<file path="src/design/kdq_pkg.sv">
// Shared types, sizes and codes for the keyed doubly linked deque.
// No dependencies; every other design file imports this package.
package kdq_pkg;

  localparam int CAPACITY    = 64;
  localparam int STORE_DEPTH = 64;
  localparam int SLOT_W      = $clog2(STORE_DEPTH);
  localparam int CNT_W       = $clog2(CAPACITY + 1);
  localparam int KEY_W       = 32;
  localparam int OP_W        = 3;
  localparam int STAT_W      = 2;
  localparam int GRP_W       = 8;
  localparam int GRP_IDX_W   = SLOT_W - $clog2(GRP_W);

  // Request opcodes
  localparam logic [OP_W-1:0] OP_INSERT    = 3'd0;
  localparam logic [OP_W-1:0] OP_DEL_KEY   = 3'd1;
  localparam logic [OP_W-1:0] OP_DEL_FIRST = 3'd2;
  localparam logic [OP_W-1:0] OP_DEL_LAST  = 3'd3;
  localparam logic [OP_W-1:0] OP_DUMP      = 3'd4;

  // Result status codes
  localparam logic [STAT_W-1:0] STAT_OK        = 2'd0;
  localparam logic [STAT_W-1:0] STAT_FULL      = 2'd1;
  localparam logic [STAT_W-1:0] STAT_NOT_FOUND = 2'd2;
  localparam logic [STAT_W-1:0] STAT_EMPTY     = 2'd3;

  // Read address and write ports toward the link store
  typedef struct packed {
    logic [SLOT_W-1:0] rd_addr;
    logic              key_we;
    logic [SLOT_W-1:0] key_wa;
    logic [KEY_W-1:0]  key_wd;
    logic              next_we;
    logic [SLOT_W-1:0] next_wa;
    logic [SLOT_W-1:0] next_wd;
    logic              prev_we;
    logic [SLOT_W-1:0] prev_wa;
    logic [SLOT_W-1:0] prev_wd;
  } mem_req_t;

  // Registered read data of one slot
  typedef struct packed {
    logic [KEY_W-1:0]  key;
    logic [SLOT_W-1:0] next;
    logic [SLOT_W-1:0] prev;
  } mem_rsp_t;

  // One result transaction
  typedef struct packed {
    logic              valid;
    logic [STAT_W-1:0] status;
    logic              is_dump;
    logic [KEY_W-1:0]  entry_key;
    logic              last;
  } result_t;

endpackage

</file>
<file path="src/design/kdq_link_mem.sv">
// Slot store of the deque: key, next link and prev link arrays.
// One write port per array, one shared read address with registered read data. Uses kdq_pkg.
module kdq_link_mem (
  input  logic              clk,
  input  kdq_pkg::mem_req_t req,
  output kdq_pkg::mem_rsp_t rsp
);
  import kdq_pkg::*;

  logic [KEY_W-1:0]  key_mem  [STORE_DEPTH];
  logic [SLOT_W-1:0] next_mem [STORE_DEPTH];
  logic [SLOT_W-1:0] prev_mem [STORE_DEPTH];

  // Write each array on its own port
  always_ff @(posedge clk) begin
    if (req.key_we) begin
      key_mem[req.key_wa] <= req.key_wd;
    end
    if (req.next_we) begin
      next_mem[req.next_wa] <= req.next_wd;
    end
    if (req.prev_we) begin
      prev_mem[req.prev_wa] <= req.prev_wd;
    end
  end

  // Read all three fields of one slot, registered
  always_ff @(posedge clk) begin
    rsp.key  <= key_mem[req.rd_addr];
    rsp.next <= next_mem[req.rd_addr];
    rsp.prev <= prev_mem[req.rd_addr];
  end

endmodule

</file>
<file path="src/design/kdq_ctrl.sv">
// Sequencer of the deque: list head/tail/count, slot occupancy, free-slot scan,
// and the link walk that shares one key comparator. Uses kdq_pkg.
module kdq_ctrl (
  input  logic                       clk,
  input  logic                       rst_n,
  input  logic                       start,
  input  logic [kdq_pkg::OP_W-1:0]   in_opcode,
  input  logic [kdq_pkg::KEY_W-1:0]  in_key,
  output logic                       busy,
  output kdq_pkg::mem_req_t          mem_req,
  input  kdq_pkg::mem_rsp_t          mem_rsp,
  output kdq_pkg::result_t           res
);
  import kdq_pkg::*;

  typedef enum logic [4:0] {
    ST_IDLE     = 5'b00001,
    ST_SCAN     = 5'b00010,
    ST_INS_LINK = 5'b00100,
    ST_WALK     = 5'b01000,
    ST_UNLINK   = 5'b10000
  } state_t;

  state_t                 state_r, state_nxt;
  logic [OP_W-1:0]        op_r, op_nxt;
  logic [KEY_W-1:0]       key_r, key_nxt;
  logic [SLOT_W-1:0]      cur_r, cur_nxt;
  logic [CNT_W-1:0]       pos_r, pos_nxt;
  logic [SLOT_W-1:0]      front_r, front_nxt;
  logic [SLOT_W-1:0]      back_r, back_nxt;
  logic [CNT_W-1:0]       count_r, count_nxt;
  logic [STORE_DEPTH-1:0] used_r, used_nxt;
  logic [GRP_IDX_W-1:0]   grp_r, grp_nxt;
  logic [SLOT_W-1:0]      slot_r, slot_nxt;

  logic [GRP_W-1:0]       grp_bits;
  logic                   free_found;
  logic [SLOT_W-1:0]      free_slot;
  logic                   at_back;
  logic                   key_hit;
  logic                   do_unlink;

  // Lowest clear bit of one occupancy group
  function automatic logic [SLOT_W-GRP_IDX_W-1:0] first_zero(input logic [GRP_W-1:0] bits);
    logic [SLOT_W-GRP_IDX_W-1:0] idx;
    idx = '0;
    for (int i = GRP_W - 1; i >= 0; i--) begin
      if (!bits[i]) begin
        idx = (SLOT_W-GRP_IDX_W)'(i);
      end
    end
    return idx;
  endfunction

  assign grp_bits   = used_r[{grp_r, {(SLOT_W-GRP_IDX_W){1'b0}}} +: GRP_W];
  assign free_found = ~&grp_bits;
  assign free_slot  = {grp_r, first_zero(grp_bits)};
  assign at_back    = ((pos_r + CNT_W'(1)) == count_r);
  assign key_hit    = (mem_rsp.key == key_r);
  assign busy       = (state_r != ST_IDLE);

  // Sequence one request at a time
  always_comb begin
    state_nxt = state_r;
    op_nxt    = op_r;
    key_nxt   = key_r;
    cur_nxt   = cur_r;
    pos_nxt   = pos_r;
    front_nxt = front_r;
    back_nxt  = back_r;
    count_nxt = count_r;
    used_nxt  = used_r;
    grp_nxt   = grp_r;
    slot_nxt  = slot_r;
    do_unlink = 1'b0;

    mem_req         = '0;
    mem_req.rd_addr = cur_r;

    res           = '0;
    res.status    = STAT_OK;
    res.last      = 1'b1;

    case (state_r)
      ST_IDLE: begin
        if (start) begin
          op_nxt  = in_opcode;
          key_nxt = in_key;
          pos_nxt = '0;
          case (in_opcode)
            OP_INSERT: begin
              if (count_r < CNT_W'(CAPACITY)) begin
                grp_nxt   = '0;
                state_nxt = ST_SCAN;
              end else begin
                res.valid  = 1'b1;
                res.status = STAT_FULL;
              end
            end
            OP_DEL_KEY, OP_DUMP: begin
              if (count_r == '0) begin
                res.valid  = 1'b1;
                res.status = (in_opcode == OP_DUMP) ? STAT_EMPTY : STAT_NOT_FOUND;
              end else begin
                mem_req.rd_addr = front_r;
                cur_nxt         = front_r;
                state_nxt       = ST_WALK;
              end
            end
            OP_DEL_FIRST: begin
              if (count_r == '0) begin
                res.valid  = 1'b1;
                res.status = STAT_EMPTY;
              end else begin
                mem_req.rd_addr = front_r;
                cur_nxt         = front_r;
                state_nxt       = ST_UNLINK;
              end
            end
            OP_DEL_LAST: begin
              if (count_r == '0) begin
                res.valid  = 1'b1;
                res.status = STAT_EMPTY;
              end else begin
                mem_req.rd_addr = back_r;
                cur_nxt         = back_r;
                pos_nxt         = count_r - CNT_W'(1);
                state_nxt       = ST_UNLINK;
              end
            end
            default: begin
              res.valid = 1'b1;
            end
          endcase
        end
      end

      // Look for the lowest free slot, one group a cycle, and fill it
      ST_SCAN: begin
        if (free_found) begin
          mem_req.key_we  = 1'b1;
          mem_req.key_wa  = free_slot;
          mem_req.key_wd  = key_r;
          mem_req.prev_we = 1'b1;
          mem_req.prev_wa = free_slot;
          mem_req.prev_wd = '0;
          mem_req.next_we = 1'b1;
          mem_req.next_wa = free_slot;
          used_nxt[free_slot] = 1'b1;
          slot_nxt = free_slot;
          if (count_r == '0) begin
            mem_req.next_wd = '0;
            back_nxt  = free_slot;
            front_nxt = free_slot;
            count_nxt = count_r + CNT_W'(1);
            res.valid = 1'b1;
            state_nxt = ST_IDLE;
          end else begin
            mem_req.next_wd = front_r;
            state_nxt       = ST_INS_LINK;
          end
        end else begin
          grp_nxt = grp_r + GRP_IDX_W'(1);
        end
      end

      // Point the old front back at the new slot
      ST_INS_LINK: begin
        mem_req.prev_we = 1'b1;
        mem_req.prev_wa = front_r;
        mem_req.prev_wd = slot_r;
        front_nxt = slot_r;
        count_nxt = count_r + CNT_W'(1);
        res.valid = 1'b1;
        state_nxt = ST_IDLE;
      end

      // Follow next links, one slot a cycle
      ST_WALK: begin
        if (op_r == OP_DUMP) begin
          res.valid     = 1'b1;
          res.is_dump   = 1'b1;
          res.entry_key = mem_rsp.key;
          res.last      = at_back;
        end
        if (op_r == OP_DEL_KEY && key_hit) begin
          do_unlink = 1'b1;
          res.valid = 1'b1;
          state_nxt = ST_IDLE;
        end else if (at_back) begin
          if (op_r != OP_DUMP) begin
            res.valid  = 1'b1;
            res.status = STAT_NOT_FOUND;
          end
          state_nxt = ST_IDLE;
        end else begin
          mem_req.rd_addr = mem_rsp.next;
          cur_nxt         = mem_rsp.next;
          pos_nxt         = pos_r + CNT_W'(1);
        end
      end

      // Drop an end slot once its links are read
      ST_UNLINK: begin
        do_unlink = 1'b1;
        res.valid = 1'b1;
        state_nxt = ST_IDLE;
      end

      default: begin
        state_nxt = ST_IDLE;
      end
    endcase

    // Unlink cur_r at position pos_r
    if (do_unlink) begin
      if (pos_r == '0) begin
        front_nxt = mem_rsp.next;
      end else begin
        mem_req.next_we = 1'b1;
        mem_req.next_wa = mem_rsp.prev;
        mem_req.next_wd = mem_rsp.next;
      end
      if (at_back) begin
        back_nxt = mem_rsp.prev;
      end else begin
        mem_req.prev_we = 1'b1;
        mem_req.prev_wa = mem_rsp.next;
        mem_req.prev_wd = mem_rsp.prev;
      end
      used_nxt[cur_r] = 1'b0;
      count_nxt       = count_r - CNT_W'(1);
    end
  end

  // Control state
  always_ff @(posedge clk) begin
    if (!rst_n) begin
      state_r <= ST_IDLE;
      front_r <= '0;
      back_r  <= '0;
      count_r <= '0;
      used_r  <= '0;
    end else begin
      state_r <= state_nxt;
      front_r <= front_nxt;
      back_r  <= back_nxt;
      count_r <= count_nxt;
      used_r  <= used_nxt;
    end
  end

  // Working registers of the current transaction
  always_ff @(posedge clk) begin
    op_r   <= op_nxt;
    key_r  <= key_nxt;
    cur_r  <= cur_nxt;
    pos_r  <= pos_nxt;
    grp_r  <= grp_nxt;
    slot_r <= slot_nxt;
  end

endmodule

</file>
<file path="src/design/keyed_doubly_linked_deque_unit.sv">
// Top level of the keyed doubly linked deque: sequencer, slot store and
// result register. Depends on kdq_pkg, kdq_link_mem and kdq_ctrl.
//
//   channel  | ports                                        | handshake
//   ---------+----------------------------------------------+------------------------
//   request  | in_opcode, in_key                            | start & !busy
//   result   | out_status, out_is_dump, out_entry_key,      | out_valid, one cycle
//            | out_last                                     |
//
// Requests that fail at once (full, empty, unused opcode) are answered without leaving idle;
// an end removal reads its slot, then unlinks it; an insert scans one 8-slot group per cycle
// for a free slot; a delete by key or a dump walks the list, one slot read per cycle
// through the registered store port; results are registered and show in the cycle after.
// rst_n is synchronous; it empties the list without touching the slot store.
// The receiver cannot stall: each result is presented for exactly one cycle.
module keyed_doubly_linked_deque_unit (
  input  logic                               clk,
  input  logic                               rst_n,
  input  logic                               start,
  output logic                               busy,
  input  logic [kdq_pkg::OP_W-1:0]           in_opcode,
  input  logic [kdq_pkg::KEY_W-1:0]          in_key,
  output logic                               out_valid,
  output logic [kdq_pkg::STAT_W-1:0]         out_status,
  output logic                               out_is_dump,
  output logic [kdq_pkg::KEY_W-1:0]          out_entry_key,
  output logic                               out_last
);
  import kdq_pkg::*;

  mem_req_t         mem_req;
  mem_rsp_t         mem_rsp;
  result_t          res;

  logic             valid_r;
  logic [STAT_W-1:0] status_r;
  logic             is_dump_r;
  logic [KEY_W-1:0] entry_key_r;
  logic             last_r;

  kdq_ctrl u_ctrl (
    .clk       (clk),
    .rst_n     (rst_n),
    .start     (start),
    .in_opcode (in_opcode),
    .in_key    (in_key),
    .busy      (busy),
    .mem_req   (mem_req),
    .mem_rsp   (mem_rsp),
    .res       (res)
  );

  kdq_link_mem u_mem (
    .clk (clk),
    .req (mem_req),
    .rsp (mem_rsp)
  );

  // Register the result strobe
  always_ff @(posedge clk) begin
    if (!rst_n) begin
      valid_r <= 1'b0;
    end else begin
      valid_r <= res.valid;
    end
  end

  // Register the result payload
  always_ff @(posedge clk) begin
    status_r    <= res.status;
    is_dump_r   <= res.is_dump;
    entry_key_r <= res.entry_key;
    last_r      <= res.last;
  end

  assign out_valid     = valid_r;
  assign out_status    = status_r;
  assign out_is_dump   = is_dump_r;
  assign out_entry_key = entry_key_r;
  assign out_last      = last_r;

endmodule
</file>
<file path="config.mk">
export PLATFORM = sky130hd
export DESIGN_NAME = keyed_doubly_linked_deque_unit
export DESIGN_NICKNAME = d
export VERILOG_FILES = /design/src/design/kdq_pkg.sv /design/src/design/kdq_link_mem.sv /design/src/design/kdq_ctrl.sv /design/src/design/keyed_doubly_linked_deque_unit.sv
export SDC_FILE = /design/constraint.sdc
export NUM_CORES = 2
export LEC_CHECK = 0
export BUFFER_PORTS_ARGS = -buffer_cell sky130_fd_sc_hd__buf_2
export CAP_MARGIN = 40
export CORE_ASPECT_RATIO = 0.75
export CORE_MARGIN = 2
export CORE_UTILIZATION = 57
export CTS_CLUSTER_DIAMETER = 120
export DETAILED_ROUTE_END_ITERATION = 10
export PLACE_DENSITY = 0.78
export SYNTH_ARGS = -nofsm -noshare
export SYNTH_HDL_FRONTEND = slang
export SYNTH_HIERARCHICAL = 1
export SYNTH_SLANG_ARGS = --single-unit
</file>
<file path="constraint.sdc">
create_clock -name clk -period 14.3 [get_ports clk]
set_clock_uncertainty 0.15 [all_clocks]
set_input_delay 2.145 -clock clk [delete_from_list [all_inputs] [get_ports clk]]
set_output_delay 2.145 -clock clk [all_outputs]
set_load 0.01 [all_outputs]
</file>
==> results.txt <==
Clk buf depth: 4
Most frequent cells in the layout: edfxtp_1 (2867), mux4_2 (712), clkbuf_16 (291), nor2_1 (248), dfxtp_1 (175)
Clk_lat worst skew: 0.85 ns
Inserted Clock Buffers: 277
PD cells: 166 nW/um^2
Final Max Slew Viols: 0
Post-CTS setup buffer count: 0
Final GP Congestion: 0.884
Relative slew slack: 0.215
Row count: 144
Grt ovf: 0
Number of flops mapped to enable cells by yosys: 2867
Initial Util: 0.572
Critical path arrival: 8.10 ns
Synthesized area per cell: 20.7 um^2
VDD IR-drop max: 0.143 mV
Core footprint: 205000 um^2
Remaining DRCs: 0
Average wire per standard cell: 36.7 um
Register bit total from synthesis: 3042
CP peak stage delay: 0.86 ns
Post-Syn Area: 117000 um^2
CP Max Fanout: 92
Die X: 527 um
Vias: 63416
First-pass GRT wire length: 460 mm
MaxCap Viol Count: 0
Hold Crit Class: flop to flop
Post-route ant nets: 0
Layout cells sized above 1: 0.269
Hold depth: 2
Via-to-Cell Ratio: 7.18
Post-synthesis sequential area ratio: 0.765
DRT iter0 DRCs: 11883
FFs w/ async S/R, synth: 0
CTS root buf: clkbuf_16
First drt pass iteration count: 8
Critical Path Start: u_ctrl/key_r[2]
Mapped Nets: 5701
Hold-fix buffers, CTS: 0
Tot GR Track Use: 0.310
Vias in the first global route: 63209
Full die area: 209000 um^2
Clock sink count: 3042
Post-DP HPWL: 176 mm
Tcrit/Tclk final: 0.530
R2r startpoint: u_ctrl/key_r[2]
Worst setup path endpoint: u_mem/rsp[18]
Worst Path Required: 14.82 ns
Clock Pin Slew Worst Setup and Hold Paths: 0.07 ns
FF-to-FF End: u_mem/rsp[18]
Distinct cells, synth: 86
WL final: 324 mm
Initial antenna violation count: 12
Final setup vio count: 0
Status: finished, final reports clean
Final nets: 5951
Setup crit end kind: flop
Top FF cell, synth: edfxtp_1
R2r setup slk: 6.72 ns
CP most frequent cell: buf_4
Highest Clock Rate: 132 MHz
Setup TNS Final: 0 ns
IO Pins: 76
Most common cell after layout, fill and taps aside: edfxtp_1
Leak Pwr: 0.0398 uW
Least-Margin Pin Slew: 1.18 ns
FF-to-FF path depth: 19
Synth warnings: 6
Post-layout util: 0.642
Post-Synthesis Cells: 5658
Worst setup path class: flop to flop
I/O Buffers: 75
Worst-path cell chain: xor2_1, buf_4, nor4b_1, buf_4, nand4_1, nor3_2, buf_4, nor3_1, buf_4, a31oi_1, a221o_4, buf_16, buf_12, buf_4, buf_16, mux4_2, a22o_1, a221oi_1, a221oi_1
CTS resizes: 0
RSZ-0062 raised after global routing: no
Die height: 397 um
Min Tclk post-route: 7.58 ns
CTS H-tree lvls: 5
Largest net degree at the start of global routing: 146
CP startpoint kind: flop
P&R area growth vs syn: 12.3%
Final hold violation count: 0
CTS tree: yes
Slowest-stage cell, CP: a221oi_1
power by group:
group          switching [uW]  internal, uW  leakage [uW]
combinational            2780          1590       0.00831
clock                    3260          4290       0.00444
sequential                160          9730        0.0270
how the worst min path moves through the flow:
| stage | startpoint | slack [ns] | endpoint |
|---|---|---|---|
| finish | u_ctrl/back_r[3] | 0.33 | u_ctrl/back_r[3] |
| global route | u_ctrl/back_r[3] | 0.34 | u_ctrl/back_r[3] |
| CTS | u_ctrl/back_r[3] | 0.33 | u_ctrl/back_r[3] |
| detailed placement | u_ctrl/back_r[4] | 0.32 | u_ctrl/back_r[4] |
| global placement | u_ctrl/back_r[3] | 0.32 | u_ctrl/back_r[3] |
| floorplan | u_ctrl/back_r[3] | 0.30 | u_ctrl/back_r[3] |
metrics by stage:
stage               power, uW  instances  area (um^2)  hold slack, ns  setup slack [ns]
CTS                     21700       8815       131000           0.332              6.88
floorplan               12500       5658       117000           0.297              8.57
finish                  21800       8831       131000           0.334              6.72
global route            22300       8824       131000           0.345              6.34
detailed placement      14200       8323       122000           0.323              6.48
global placement        14000       8260       121000           0.318              5.89
per-layer routing:
metal	GRT usage	part of all wire	wire length, um
met4	0.125	0.047	15300
met1	0.436	0.34	111000
met2	0.454	0.45	144000
met3	0.0999	0.16	53400
met5	0.0101	0.00060	195
cell usage after synthesis, types with 11 or more instances:
master    number  area [um^2]
or3b_2        11         96.3
xor2_1        35          307
mux2i_1       17          170
inv_1         11         41.3
clkbuf_1     183          687
nand3_1       45          225
nand2_1      167          627
nand4_1       15         93.8
nor4_1        23          144
nand3b_1      22          165
a22oi_1      117          878
o221ai_1      40          350
and2_1        76          475
buf_6         11          124
a31oi_1       51          319
xnor2_1       14          123
o22ai_1       95          594
a221oi_1      64          561
a22o_1        53          464
nor2b_1       30          188
a221o_1       12          120
dfxtp_1      175         3500
o221a_2       49          552
a21oi_1       42          210
nor3_1        72          360
edfxtp_1    2867        86100
buf_1         20         75.1
mux2_2        12          135
a21o_1        11         82.6
mux4_2       712        16000
nor2_1       320         1200
buf_2         73          365
nand2b_1      22          138
buf_4         47          353
worst max-delay path: cells and delay by family (launching register included):
family / cells / cell delay, ns
buffers and inverters: 8 / 2.74
AO/OA/AOI/OAI: 5 / 2.21
AND/OR/NAND/NOR: 4 / 0.94
multiplexers: 1 / 0.53
flip-flops: 1 / 0.41
XOR/XNOR: 1 / 0.17
flip-flops by register name, summed over array words and instances, names as in the netlist, 7 cells and up:
register and flops:
u_ctrl/used_r 64, u_mem/rsp 44, out_entry_key 32, u_mem/next_mem 384
u_ctrl/count_r 7, u_ctrl/key_r 32, u_ctrl/pos_r 7, u_mem/key_mem 2048
u_mem/prev_mem 384
cell families (layout without fill, tap and decap cells):
kind of cell | after synthesis | count (layout) | share of synthesized area
and+or+nand+nor | 851 | 851 | 0.0348
AOI/OAI and AO/OA | 615 | 615 | 0.0414
xor gates and xnor gates | 52 | 52 | 0.00424
muxes | 742 | 742 | 0.140
DFF | 3042 | 3042 | 0.765
other | 0 | 9 | 0
buffers and inverters | 351 | 814 | 0.0144
adders and majority gates | 5 | 5 | 0.000534
area by class of cell:
type	instances	area (um^2)
antenna	9	22.5
tap	2701	3380
timing repair buffer	308	2850
inverter	14	52.6
clock buffer	355	7640
clock inverter	137	1440
fill	12525	73400
sequential	3042	89600
multi-input combinational	2265	26500
Power figures use the tool's default switching activity.
